<file path="src/rtl/core/pkc_pkg.sv">
package pkc_pkg;

  // table geometry
  localparam int TABLE_ENTRIES = 256;
  localparam int ADDR_W        = $clog2(TABLE_ENTRIES);
  localparam int SIEVE_N       = 2048;

  // arithmetic constants
  localparam logic [31:0] CRC_POLY    = 32'hEDB8_8320;
  localparam logic [31:0] ALL_ONES    = 32'hFFFF_FFFF;
  localparam logic [31:0] SEED_MUL    = 32'h6C07_8965;
  localparam logic [31:0] FOURTH_WORD = 32'h03DF_95B3;

  // configuration register indexes
  typedef enum logic [1:0] {
    CFG_KEY_SEED       = 2'd0,
    CFG_SHUFFLE_ROUNDS = 2'd1,
    CFG_DIRECTION      = 2'd2
  } cfg_idx_t;

  // request to the shared multiplier
  typedef struct packed {
    logic        en;
    logic [31:0] a;
    logic [31:0] b;
  } mul_req_t;

  // low byte of the first 256 odd primes, starting at 3
  typedef logic [TABLE_ENTRIES-1:0][7:0] prime_rom_t;

  // sieve of odd primes, evaluated at elaboration
  function automatic prime_rom_t build_prime_rom();
    logic [SIEVE_N-1:0] comp;
    prime_rom_t         rom;
    int                 n;
    int                 c;
    int                 m;
    comp = '0;
    rom  = '0;
    n    = 0;
    for (c = 3; c < SIEVE_N; c += 2) begin
      if (!comp[c]) begin
        if (n < TABLE_ENTRIES) begin
          rom[n] = 8'(c);
          n++;
        end
        for (m = c * c; m < SIEVE_N; m += 2 * c) begin
          comp[m] = 1'b1;
        end
      end
    end
    return rom;
  endfunction

  localparam prime_rom_t PRIME_LO = build_prime_rom();

  // reflected crc-32 over one byte
  function automatic logic [31:0] crc_byte(input logic [31:0] crc, input logic [7:0] din);
    logic [31:0] c;
    int          i;
    c = crc ^ {24'd0, din};
    for (i = 0; i < 8; i++) begin
      c = c[0] ? ((c >> 1) ^ CRC_POLY) : (c >> 1);
    end
    return c;
  endfunction

endpackage

</file>
<file path="src/rtl/core/pkc_ram.sv">
module pkc_ram #(
  parameter int WIDTH = 8,
  parameter int DEPTH = 256
) (
  input  logic                     clk,
  input  logic                     we,
  input  logic [$clog2(DEPTH)-1:0] waddr,
  input  logic [WIDTH-1:0]         wdata,
  input  logic [$clog2(DEPTH)-1:0] raddr,
  output logic [WIDTH-1:0]         rdata
);

  logic [WIDTH-1:0] mem_r [DEPTH];
  logic [WIDTH-1:0] rdata_r;

  // one write port, registered read port
  always_ff @(posedge clk) begin
    if (we) begin
      mem_r[waddr] <= wdata;
    end
    rdata_r <= mem_r[raddr];
  end

  assign rdata = rdata_r;

endmodule

</file>
<file path="src/rtl/core/pkc_mul.sv">
module pkc_mul
  import pkc_pkg::*;
(
  input  logic        clk,
  input  mul_req_t    req,
  output logic [31:0] prod
);

  logic [63:0] full;
  logic [31:0] prod_r;

  assign full = req.a * req.b;

  // low word of the product, held until the next request
  always_ff @(posedge clk) begin
    if (req.en) begin
      prod_r <= full[31:0];
    end
  end

  assign prod = prod_r;

endmodule

</file>
<file path="src/rtl/core/permutation_keystream_byte_cipher_core.sv">
// channel | direction | handshake         | payload
// in      | input     | in_valid/in_stall | in_data_byte, in_first, in_last
// out     | output    | out_valid/out_stall | out_byte, out_crc_value, out_end_mark
// cfg     | input     | cfg_valid/cfg_ready | cfg_index, cfg_data
//
// a plain byte runs the keystream multiply, read and wait states, after a page key
// read when it opens a new 256-byte page; the table memory's single read port and
// the shared multiplier set this order. a first byte opens a page after a seed step
// (none for zero seed), fill, rounds (draw; reads and swap if halves differ), close.
// reset is synchronous, active low; the table memory itself is not cleared.
// an item is taken while the previous result still waits under out_stall.
module permutation_keystream_byte_cipher_core
  import pkc_pkg::*;
(
  input  logic        clk,
  input  logic        rst_n,
  input  logic        in_valid,
  output logic        in_stall,
  input  logic [7:0]  in_data_byte,
  input  logic        in_first,
  input  logic        in_last,
  output logic        out_valid,
  input  logic        out_stall,
  output logic [7:0]  out_byte,
  output logic [31:0] out_crc_value,
  output logic        out_end_mark,
  input  logic        cfg_valid,
  output logic        cfg_ready,
  input  logic [1:0]  cfg_index,
  input  logic [31:0] cfg_data
);

  typedef enum logic [15:0] {
    ST_IDLE     = 16'h0001,
    ST_SEED_MUL = 16'h0002,
    ST_SEED_ADD = 16'h0004,
    ST_FILL     = 16'h0008,
    ST_DRAW     = 16'h0010,
    ST_RD_A     = 16'h0020,
    ST_RD_B     = 16'h0040,
    ST_RD_PA    = 16'h0080,
    ST_RD_PB    = 16'h0100,
    ST_WR_A     = 16'h0200,
    ST_WR_B     = 16'h0400,
    ST_PAGE_RD  = 16'h0800,
    ST_PAGE_WT  = 16'h1000,
    ST_KS_MUL   = 16'h2000,
    ST_KS_RD    = 16'h4000,
    ST_KS_WT    = 16'h8000
  } state_t;

  state_t state_r, state_nxt;

  // configuration
  logic [31:0] key_seed_r;
  logic [15:0] rounds_cfg_r;
  logic        dir_r;

  // message state
  logic [3:0][31:0]  rng_r, rng_nxt;
  logic [15:0]       idx_r, idx_nxt;
  logic [7:0]        page_key_r, page_key_nxt;
  logic [31:0]       crc_r, crc_nxt;

  // sequencer working registers
  logic [31:0]       s_r, s_nxt;
  logic [1:0]        seed_cnt_r, seed_cnt_nxt;
  logic [ADDR_W-1:0] fill_cnt_r, fill_cnt_nxt;
  logic [15:0]       rounds_r, rounds_nxt;
  logic [15:0]       draw_r, draw_nxt;
  logic [7:0]        pa_r, pa_nxt;
  logic [7:0]        pb_r, pb_nxt;
  logic [7:0]        va_r, va_nxt;
  logic [7:0]        din_r, din_nxt;
  logic              last_r, last_nxt;

  // output register
  logic              out_valid_r, out_valid_nxt;
  logic [7:0]        obyte_r, obyte_nxt;
  logic [31:0]       ocrc_r, ocrc_nxt;
  logic              oend_r, oend_nxt;

  // memory and multiplier hookup
  logic              ram_we;
  logic [ADDR_W-1:0] ram_waddr;
  logic [7:0]        ram_wdata;
  logic [ADDR_W-1:0] ram_raddr;
  logic [7:0]        ram_rdata;
  mul_req_t          mul_req;
  logic [31:0]       mul_q;

  // xorshift draw and seed step
  logic [31:0] xs_t;
  logic [31:0] draw_w;
  logic [31:0] seed_sum;
  logic [7:0]  idx_p1;
  logic [7:0]  ks_dout;
  logic [7:0]  crc_in;
  logic [31:0] crc_new;

  assign xs_t     = rng_r[0] ^ (rng_r[0] << 11);
  assign draw_w   = (rng_r[3] ^ (rng_r[3] >> 19)) ^ (xs_t ^ (xs_t >> 8));
  assign seed_sum = mul_q + 32'(seed_cnt_r) + 32'd1;
  assign idx_p1   = idx_r[7:0] + 8'd1;
  assign ks_dout  = din_r ^ ram_rdata;
  assign crc_in   = dir_r ? ks_dout : din_r;
  assign crc_new  = crc_byte(crc_r, crc_in);

  pkc_ram #(
    .WIDTH (8),
    .DEPTH (TABLE_ENTRIES)
  ) u_perm_ram (
    .clk   (clk),
    .we    (ram_we),
    .waddr (ram_waddr),
    .wdata (ram_wdata),
    .raddr (ram_raddr),
    .rdata (ram_rdata)
  );

  pkc_mul u_mul (
    .clk  (clk),
    .req  (mul_req),
    .prod (mul_q)
  );

  // configuration writes, always ready
  assign cfg_ready = 1'b1;

  always_ff @(posedge clk) begin
    if (!rst_n) begin
      key_seed_r   <= '0;
      rounds_cfg_r <= 16'h1000;
      dir_r        <= 1'b0;
    end else if (cfg_valid) begin
      unique case (cfg_index)
        CFG_KEY_SEED:       key_seed_r   <= cfg_data;
        CFG_SHUFFLE_ROUNDS: rounds_cfg_r <= cfg_data[15:0];
        CFG_DIRECTION:      dir_r        <= cfg_data[0];
        default:            ;
      endcase
    end
  end

  // sequencer
  always_comb begin
    state_nxt     = state_r;
    rng_nxt       = rng_r;
    idx_nxt       = idx_r;
    page_key_nxt  = page_key_r;
    crc_nxt       = crc_r;
    s_nxt         = s_r;
    seed_cnt_nxt  = seed_cnt_r;
    fill_cnt_nxt  = fill_cnt_r;
    rounds_nxt    = rounds_r;
    draw_nxt      = draw_r;
    pa_nxt        = pa_r;
    pb_nxt        = pb_r;
    va_nxt        = va_r;
    din_nxt       = din_r;
    last_nxt      = last_r;
    obyte_nxt     = obyte_r;
    ocrc_nxt      = ocrc_r;
    oend_nxt      = oend_r;
    out_valid_nxt = out_valid_r & out_stall;
    ram_we        = 1'b0;
    ram_waddr     = fill_cnt_r;
    ram_wdata     = fill_cnt_r;
    ram_raddr     = mul_q[ADDR_W-1:0];
    mul_req       = '0;

    unique case (state_r)
      ST_IDLE: begin
        if (in_valid) begin
          din_nxt  = in_data_byte;
          last_nxt = in_last;
          if (in_first) begin
            s_nxt        = key_seed_r;
            seed_cnt_nxt = '0;
            fill_cnt_nxt = '0;
            rounds_nxt   = rounds_cfg_r;
            idx_nxt      = '0;
            crc_nxt      = ALL_ONES;
            rng_nxt      = '0;
            state_nxt    = (key_seed_r == '0) ? ST_FILL : ST_SEED_MUL;
          end else begin
            state_nxt = (idx_r[7:0] == 8'd0) ? ST_PAGE_RD : ST_KS_MUL;
          end
        end
      end
      // seed words: s = (s ^ s>>30) * mul + step
      ST_SEED_MUL: begin
        mul_req.en = 1'b1;
        mul_req.a  = s_r ^ (s_r >> 30);
        mul_req.b  = SEED_MUL;
        state_nxt  = ST_SEED_ADD;
      end
      ST_SEED_ADD: begin
        rng_nxt[seed_cnt_r] = seed_sum;
        s_nxt               = seed_sum;
        if (seed_cnt_r == 2'd2) begin
          rng_nxt[3] = FOURTH_WORD;
          state_nxt  = ST_FILL;
        end else begin
          seed_cnt_nxt = seed_cnt_r + 2'd1;
          state_nxt    = ST_SEED_MUL;
        end
      end
      // identity fill, one entry a cycle
      ST_FILL: begin
        ram_we       = 1'b1;
        fill_cnt_nxt = fill_cnt_r + ADDR_W'(1);
        if (fill_cnt_r == '1) begin
          state_nxt = ST_DRAW;
        end
      end
      // one generator draw per shuffle round
      ST_DRAW: begin
        if (rounds_r == '0) begin
          state_nxt = ST_PAGE_RD;
        end else begin
          rng_nxt    = {draw_w, rng_r[3], rng_r[2], rng_r[1]};
          draw_nxt   = draw_w[15:0];
          rounds_nxt = rounds_r - 16'd1;
          state_nxt  = (draw_w[7:0] != draw_w[15:8]) ? ST_RD_A : ST_DRAW;
        end
      end
      ST_RD_A: begin
        ram_raddr = draw_r[7:0];
        state_nxt = ST_RD_B;
      end
      ST_RD_B: begin
        ram_raddr = draw_r[15:8];
        pa_nxt    = ram_rdata;
        state_nxt = ST_RD_PA;
      end
      ST_RD_PA: begin
        ram_raddr = pa_r;
        pb_nxt    = ram_rdata;
        state_nxt = ST_RD_PB;
      end
      ST_RD_PB: begin
        ram_raddr = pb_r;
        va_nxt    = ram_rdata;
        state_nxt = ST_WR_A;
      end
      // swap entries at pa and pb
      ST_WR_A: begin
        ram_we    = 1'b1;
        ram_waddr = pa_r;
        ram_wdata = ram_rdata;
        state_nxt = ST_WR_B;
      end
      ST_WR_B: begin
        ram_we    = 1'b1;
        ram_waddr = pb_r;
        ram_wdata = va_r;
        state_nxt = ST_DRAW;
      end
      // new page key at each 256-byte boundary
      ST_PAGE_RD: begin
        ram_raddr = idx_r[15:8];
        state_nxt = ST_PAGE_WT;
      end
      ST_PAGE_WT: begin
        page_key_nxt = ram_rdata;
        state_nxt    = ST_KS_MUL;
      end
      // keystream address k * (index + 1)
      ST_KS_MUL: begin
        mul_req.en = 1'b1;
        mul_req.a  = {24'd0, PRIME_LO[page_key_r]};
        mul_req.b  = {24'd0, idx_p1};
        state_nxt  = ST_KS_RD;
      end
      ST_KS_RD: begin
        state_nxt = ST_KS_WT;
      end
      // finish the item once the output register is free
      ST_KS_WT: begin
        if (!out_valid_r || !out_stall) begin
          crc_nxt       = crc_new;
          idx_nxt       = idx_r + 16'd1;
          obyte_nxt     = ks_dout;
          ocrc_nxt      = crc_new ^ ALL_ONES;
          oend_nxt      = last_r;
          out_valid_nxt = 1'b1;
          state_nxt     = ST_IDLE;
        end
      end
      default: begin
        state_nxt = ST_IDLE;
      end
    endcase
  end

  // control and message state
  always_ff @(posedge clk) begin
    if (!rst_n) begin
      state_r     <= ST_IDLE;
      out_valid_r <= 1'b0;
      rng_r       <= '0;
      idx_r       <= '0;
      page_key_r  <= '0;
      crc_r       <= ALL_ONES;
    end else begin
      state_r     <= state_nxt;
      out_valid_r <= out_valid_nxt;
      rng_r       <= rng_nxt;
      idx_r       <= idx_nxt;
      page_key_r  <= page_key_nxt;
      crc_r       <= crc_nxt;
    end
  end

  // working and payload registers
  always_ff @(posedge clk) begin
    s_r        <= s_nxt;
    seed_cnt_r <= seed_cnt_nxt;
    fill_cnt_r <= fill_cnt_nxt;
    rounds_r   <= rounds_nxt;
    draw_r     <= draw_nxt;
    pa_r       <= pa_nxt;
    pb_r       <= pb_nxt;
    va_r       <= va_nxt;
    din_r      <= din_nxt;
    last_r     <= last_nxt;
    obyte_r    <= obyte_nxt;
    ocrc_r     <= ocrc_nxt;
    oend_r     <= oend_nxt;
  end

  assign in_stall      = (state_r != ST_IDLE);
  assign out_valid     = out_valid_r;
  assign out_byte      = obyte_r;
  assign out_crc_value = ocrc_r;
  assign out_end_mark  = oend_r;

endmodule

</file>
<file path="config.mk">
export PLATFORM = sky130hd
export DESIGN_NAME = permutation_keystream_byte_cipher_core
export DESIGN_NICKNAME = d
export VERILOG_FILES = /design/src/rtl/core/pkc_pkg.sv /design/src/rtl/core/pkc_ram.sv /design/src/rtl/core/pkc_mul.sv /design/src/rtl/core/permutation_keystream_byte_cipher_core.sv
export SDC_FILE = /design/constraint.sdc
export NUM_CORES = 2
export LEC_CHECK = 0
export BUFFER_PORTS_ARGS = -buffer_cell sky130_fd_sc_hd__buf_2
export CAP_MARGIN = 30
export CORE_MARGIN = 2
export CORE_UTILIZATION = 33
export DETAILED_ROUTE_END_ITERATION = 7
export PLACE_DENSITY = 0.44
export SLEW_MARGIN = 25
export SYNTH_ARGS = -nofsm -noshare
export SYNTH_HDL_FRONTEND = slang
export SYNTH_SLANG_ARGS = --single-unit
</file>
<file path="constraint.sdc">
create_clock -name clk -period 13.01 [get_ports clk]
set_input_delay 1.301 -clock clk [delete_from_list [all_inputs] [get_ports clk]]
set_output_delay 1.301 -clock clk [all_outputs]
set_load 0.01 [all_outputs]
</file>
Word-level counts from Yosys, hierarchy flattened
Memories as Yosys holds them, arrays and structs flattened. A register that Yosys moved wholly into a read port is not among the register bits.
Index checks and enable logic that the tools add are counted.
{ "word_totals": {"in_bits": 49, "romBits": 2048, "register_bits": 430, "mem_bits_rw": 2048, "mem_count": 2, "wordCells": 173, "output_inout_bits": 44} }
{ "mem_list": {"columns": ["name", "words", "word_bits", "rd", "rd_ports_with_merged_regs", "write_ports", "line", "source"], "rows": [
  ["(name not given)", 256, 8, 1, 1, 0, "permutation_keystream_byte_cipher_core.sv:272", "mul_req.a = {24'd0, PRIME_LO[page_key_r]};"],
  ["u_perm_ram.mem_r", 256, 8, 1, 1, 1, "pkc_ram.sv:13", "logic [WIDTH-1:0] mem_r [DEPTH];"]
]} }
{ "classes": {"n_mux": 61, "reduce_logical": 27, "bitwise": 18, "mul": 1, "eq_ne": 28, "magnitude_cmp": 3, "n_addsub": 7} }
{ "ops": {"columns": ["cell", "n"], "rows": [
  ["32-bit two-way mux", 15],
  ["128-bit two-way mux", 3],
  ["128-bit one-hot mux with 3 select lines", 1],
  ["16-bit one-hot mux with 16 select lines", 1],
  ["16-bit two-way mux", 9],
  ["65-bit one-hot mux with 2 select lines", 1],
  ["128-bit bitwise mux", 1],
  ["32-bit one-hot mux with 2 select lines", 2],
  ["13-bit NOT with 14-bit output", 8],
  ["32-bit demux with 2-bit select", 1],
  ["16-bit one-hot mux with 2 select lines", 2],
  ["32-bit bitwise XOR", 2],
  ["8-bit two-way mux", 6],
  ["8-bit one-hot mux with 2 select lines", 3],
  ["8-bit one-hot mux with 5 select lines", 1],
  ["32-bit by 1-bit adder with 32-bit output (second input constant)", 1],
  ["32-bit by 2-bit adder with 32-bit output", 1],
  ["32-bit zero test", 1],
  ["32-bit by 32-bit multiplier with 32-bit output", 1],
  ["32-bit NOT", 1],
  ["32-bit by 13-bit bitwise XOR with 32-bit output", 1],
  ["32-bit by 2-bit bitwise XOR with 32-bit output", 1],
  ["32-bit by 24-bit bitwise XOR with 32-bit output", 1],
  ["32-bit by 8-bit bitwise XOR with 32-bit output", 1],
  ["other kinds (51)", 80]
]} }

Longest topological paths before layout
{ "logic_depth": {"ltp_word": 21, "ltp_mapped": 34, "depth_no_buf": 32} }

Modules after synthesis
A second synthesis with hierarchy kept.
{ "hier_totals": {"hier_cells": 8199, "area_unflattened_um2": 119164.3} }
{ "by_module_without_submodules": {"columns": ["module", "cells_each", "n_inst", "seq_area_each_um2", "area_per_inst_um2"], "rows": [
  ["pkc_ram", 3733, 1, 61659.1, 79556.3],
  ["permutation_keystream_byte_cipher_core", 2695, 1, 9589.2, 22960.8],
  ["pkc_mul", 1771, 1, 960.9, 16647.2]
]} }

Worst setup path before layout
No wires, ideal clock.
{ "synth_path": {"path_type": "register to register", "start": "reg state_r[3]", "end": "reg u_mul.prod_r[30] (netlist: u_mul.prod[30]), data pin", "t_arrival_ps": 8698, "stages_incl_launch_ff": 29, "slack_ps": 4050, "setup_ps": 262, "path_buffers": 2, "synth_period_minus_slack_ps": 8960, "required_time_ps": 12748, "path_cell_list": "dfxtp_1 or4_1 buf_6 nor4_1 nand2b_1 nor4b_1 clkbuf_1 a21oi_1 nor2_1 fa_1 inv_1 fa_1 fa_1 inv_1 fa_1 ha_1 ha_1 inv_1 fa_1 inv_1 fa_1 ha_1 o41ai_1 o21ai_0 o41ai_1 o311ai_0 and3_1 a211oi_1 xnor2_1"} }
{ "synth_between": {"elab_chain_cells": 3, "word_cells_on_any_way": 4, "classes_between": "mul: 1; eq/ne: 2; mux: 1"} }
{ "synth_lines": {"columns": ["item", "line", "source"], "rows": [
  ["start: declaration", "permutation_keystream_byte_cipher_core.sv:52", "state_t state_r, state_nxt;"],
  ["start signal: assignment", "permutation_keystream_byte_cipher_core.sv:307", "state_r <= state_nxt;"],
  ["16-bit by 14-bit == test with 1-bit output / 16-bit by 2-bit == test with 1-bit output (equally long branches)", "permutation_keystream_byte_cipher_core.sv:172", "unique case (state_r)"],
  ["65-bit one-hot mux with 2 select lines (*)", "permutation_keystream_byte_cipher_core.sv:172", null],
  ["32-bit by 32-bit multiplier with 32-bit output (*)", "pkc_mul.sv:12", "assign full = req.a * req.b;"],
  ["via u_mul.full[30]", "pkc_mul.sv:9", "logic [63:0] full;"],
  ["end signal: assignment", "pkc_mul.sv:17", "prod_r <= full[31:0];"],
  ["end: declaration", "pkc_mul.sv:10", "logic [31:0] prod_r;"]
]} }
The timed path passes the listed nets; every way through them passes the cells marked *.
A chain may end at the register's enable or synchronous reset.

Worst setup path after layout
{ "layout_path": {"start": "reg state_r[14]", "end": "reg u_mul.prod_r[30] (netlist: u_mul.prod[30]), data pin"} }
Same word-level chain as after synthesis.

==> run summary <==
status: finished clean
Die Span Y: 596 µm
routability cong.: 0.841
first-pass GRT wire length: 582 mm
Via Count: 79,200
slowest cell on the critical path: o41ai_1
RR Startpoint: state_r[14]
sequential-to-total area share from yosys stat: 62.3%
total power: 23.7 mW
Die X: 596 µm
Buf/Inv on CP: 6
post-DP HPWL: 262 mm
RSZ-0062 raised after global routing: false
yosys warns: 0
Slew @ Worst Pin: 1.14 ns
# port buffers: 91
critical path depth: 29
worst min path class: reg2reg
global route hottest layer: met2
setup TNS: 0 ns
synth top area cells: edfxtp_1, nand2_1, dfxtp_1
Vias/cell: 5.43
Peak VDD IR: 0.117 mV
starting density of the core: 33.1%
Synth top area share: 57.8%
Top cell by count, worst path: fa_1
H-Tree Depth: 5
1st-pass router iterations: 6
Worst path top cell family by delay: adder cells
Place WS: 3.46 ns
io pins: 93
die area: 356,000 µm²
# DRC: 0
Reg clk slew, reported paths: 0.06 ns
Setup Fix Bufs, Post-CTS: 0
fraction of layout cells with a size suffix above 1: 8.88%
pwr/cell area: 181 nW/µm²
minimum clock period: 9.56 ns
Routed WL per cell: 28.0 µm
total grt overflow: 0
Mean Syn Cell Area: 12.0 µm²
Global Route met2 Usage: 35.3%
cell area after synthesis: 116,000 µm²
largest net degree at the start of global routing: 131
Resize count post-CTS: 0
Worst Path Arrival: 10.23 ns
Clock Path Buffers: 4
cell leakage power: 46.4 nW
Fin. Hold Viols: 0
slew margin rel.: 23.5%
met3 usage: 3.81%
Synth area leader: edfxtp_1
Setup crit end: u_mul.prod[30]
R2R cell count: 29
Num CTS Buffers: 293
CP peak stage delay: 0.63 ns
Slew Limit Fails: 0
CP startpoint: state_r[14]
Seq cells post-synth: 2,493
CTS tree: done
Crit. End Element: flip-flop
Cells after Synth: 9,631
Max Freq: 105 MHz
ANT nets after route: 0
Worst setup SP type: flip-flop
top_reg_cell synth: edfxtp_1
Site Rows: 217
reg2reg setup slack: 3.45 ns
layout net count: 10,200
R2R Path End: u_mul.prod[30]
Final period util: 73.5%
initial DRC count: 8,585
max-cap viol count: 0
drt total wl: 408 mm
antenna violations before repair: 33
grt met1 use: 31.9%
Fillers: 33,500
skew final: 0.0607 ns
CP Class: reg2reg
CTS Sinks: 2,493
crit path max fanout: 48
clk_lat worst skew: 0.93 ns
vias in the first global route: 77,100
WP data required: 13.68 ns
setup violators final: 0
Final WS setup: 3.45 ns
Netlist cell types: 104
ys async rst share: 0%
GRT Total Usage: 22.4%
cts hold-fix bufs: 0
EDFF count, synth: 2,228
root buf cell: clkbuf_16
core outline area: 349,000 µm²
area delta synth->final: 13.4%
flip-flops by register name, summed over array words and instances, names as in the netlist, 2 cells and up, named ones only:
signal	cells
crc_r	32
u_mul.prod	32
pa_r	8
seed_cnt_r	2
out_byte	8
rng_r	128
idx_r	16
rounds_r	16
pb_r	8
s_r	32
rounds_cfg_r	16
u_perm_ram.rdata	8
state_r	16
fill_cnt_r	8
va_r	8
out_crc_value	32
key_seed_r	32
draw_r	16
u_perm_ram.mem_r	2048
din_r	8
page_key_r	8
synthesized netlist by cell type (91+ instances only):
cell,count
o221ai_1,94
clkbuf_1,287
fa_1,253
nor2_1,662
nor3_1,151
o21ai_0,309
a31oi_1,112
nand2_1,1751
buf_2,179
mux2i_1,386
dfxtp_1,265
ha_1,191
a21oi_1,583
xor2_1,91
xnor2_1,213
nand3_1,355
inv_1,391
edfxtp_1,2228
how the worst min path moves through the flow:
stage	from	slack, ns	cells after the start	end
2_1_floorplan	last_r	0.40	0	out_end_mark
3_3_place_gp	last_r	0.42	0	out_end_mark
3_5_place_dp	last_r	0.42	0	out_end_mark
4_1_cts	last_r	0.44	0	out_end_mark
5_1_grt	last_r	0.45	0	out_end_mark
6_report	last_r	0.45	0	out_end_mark
placed cells by master, fill, tap and decap left out, types with 21 or more instances in the layout:
cell,count
a21o_1,21
a22oi_1,67
nor4_1,80
buf_2,95
clkbuf_1,68
fa_1,253
ha_1,187
a31oi_1,110
nor3_1,150
o221ai_1,94
and3_1,86
clkinv_2,37
edfxtp_1,2228
conb_1,78
or4_1,29
o22ai_1,71
dfxtp_1,265
clkinv_1,76
o21ai_0,307
xnor2_1,212
nand4_1,51
o211ai_1,50
clkbuf_16,303
or2_2,23
nand3_1,350
xor2_1,91
a211oi_1,33
nand2_1,1748
nor2_1,651
and2_1,39
a32oi_1,39
inv_1,391
a221oi_1,85
mux2i_1,385
buf_4,224
a21oi_1,580
area by class of cell:
| cell class | count | area [µm²] | share of cell area [%] |
|---|---|---|---|
| Tap cell | 4599 | 5750 | 4.38 |
| Antenna cell | 11 | 27.5 | 0.0210 |
| Clock inverter | 140 | 1050 | 0.801 |
| Clock buffer | 382 | 7990 | 6.08 |
| Multi-Input combinational cell | 6216 | 40000 | 30.5 |
| Inverter | 397 | 1500 | 1.14 |
| Sequential cell | 2493 | 72200 | 55.0 |
| Timing Repair Buffer | 355 | 2760 | 2.10 |
metal layers:
| layer | wire length, µm | share of wire, % | up-vias |
|---|---|---|---|
| met5 | 22 | 0.0054 | - |
| met4 | 10000 | 2.4 | 4 |
| met3 | 28200 | 6.9 | 521 |
| met2 | 186000 | 46 | 2817 |
| met1 | 184000 | 45 | 40700 |
| li1 | - | - | 35100 |
where the power goes:
part	internal (mW)	switching (mW)	total, mW
Combinational	2.04	4.24	6.28
Sequential	9.35	0.196	9.55
Clock	4.51	3.37	7.89
stage by stage:
stage	hold WS [ns]	cell area [µm²]	utilization, %	cells
5_1_grt	0.448	131000	37.6	14600
4_1_cts	0.445	131000	37.5	14500
3_3_place_gp	0.417	122000	34.8	14000
3_5_place_dp	0.418	122000	34.9	14000
6_report	0.445	131000	37.6	14600
2_1_floorplan	0.400	116000	-	9707
cell families after synthesis:
family | count (synthesis) | synth area share, %
muxes | 393 | 3.41
other | 2 | 0.00648
AOI/OAI and AO/OA | 1656 | 9.14
xor gates and xnor gates | 304 | 2.30
DFF | 2493 | 62.3
and+or+nand+nor | 3341 | 12.5
buffers and inverters | 998 | 3.85
adders and majority gates | 444 | 6.44
Note: power is estimated with default switching activity, not from simulation.
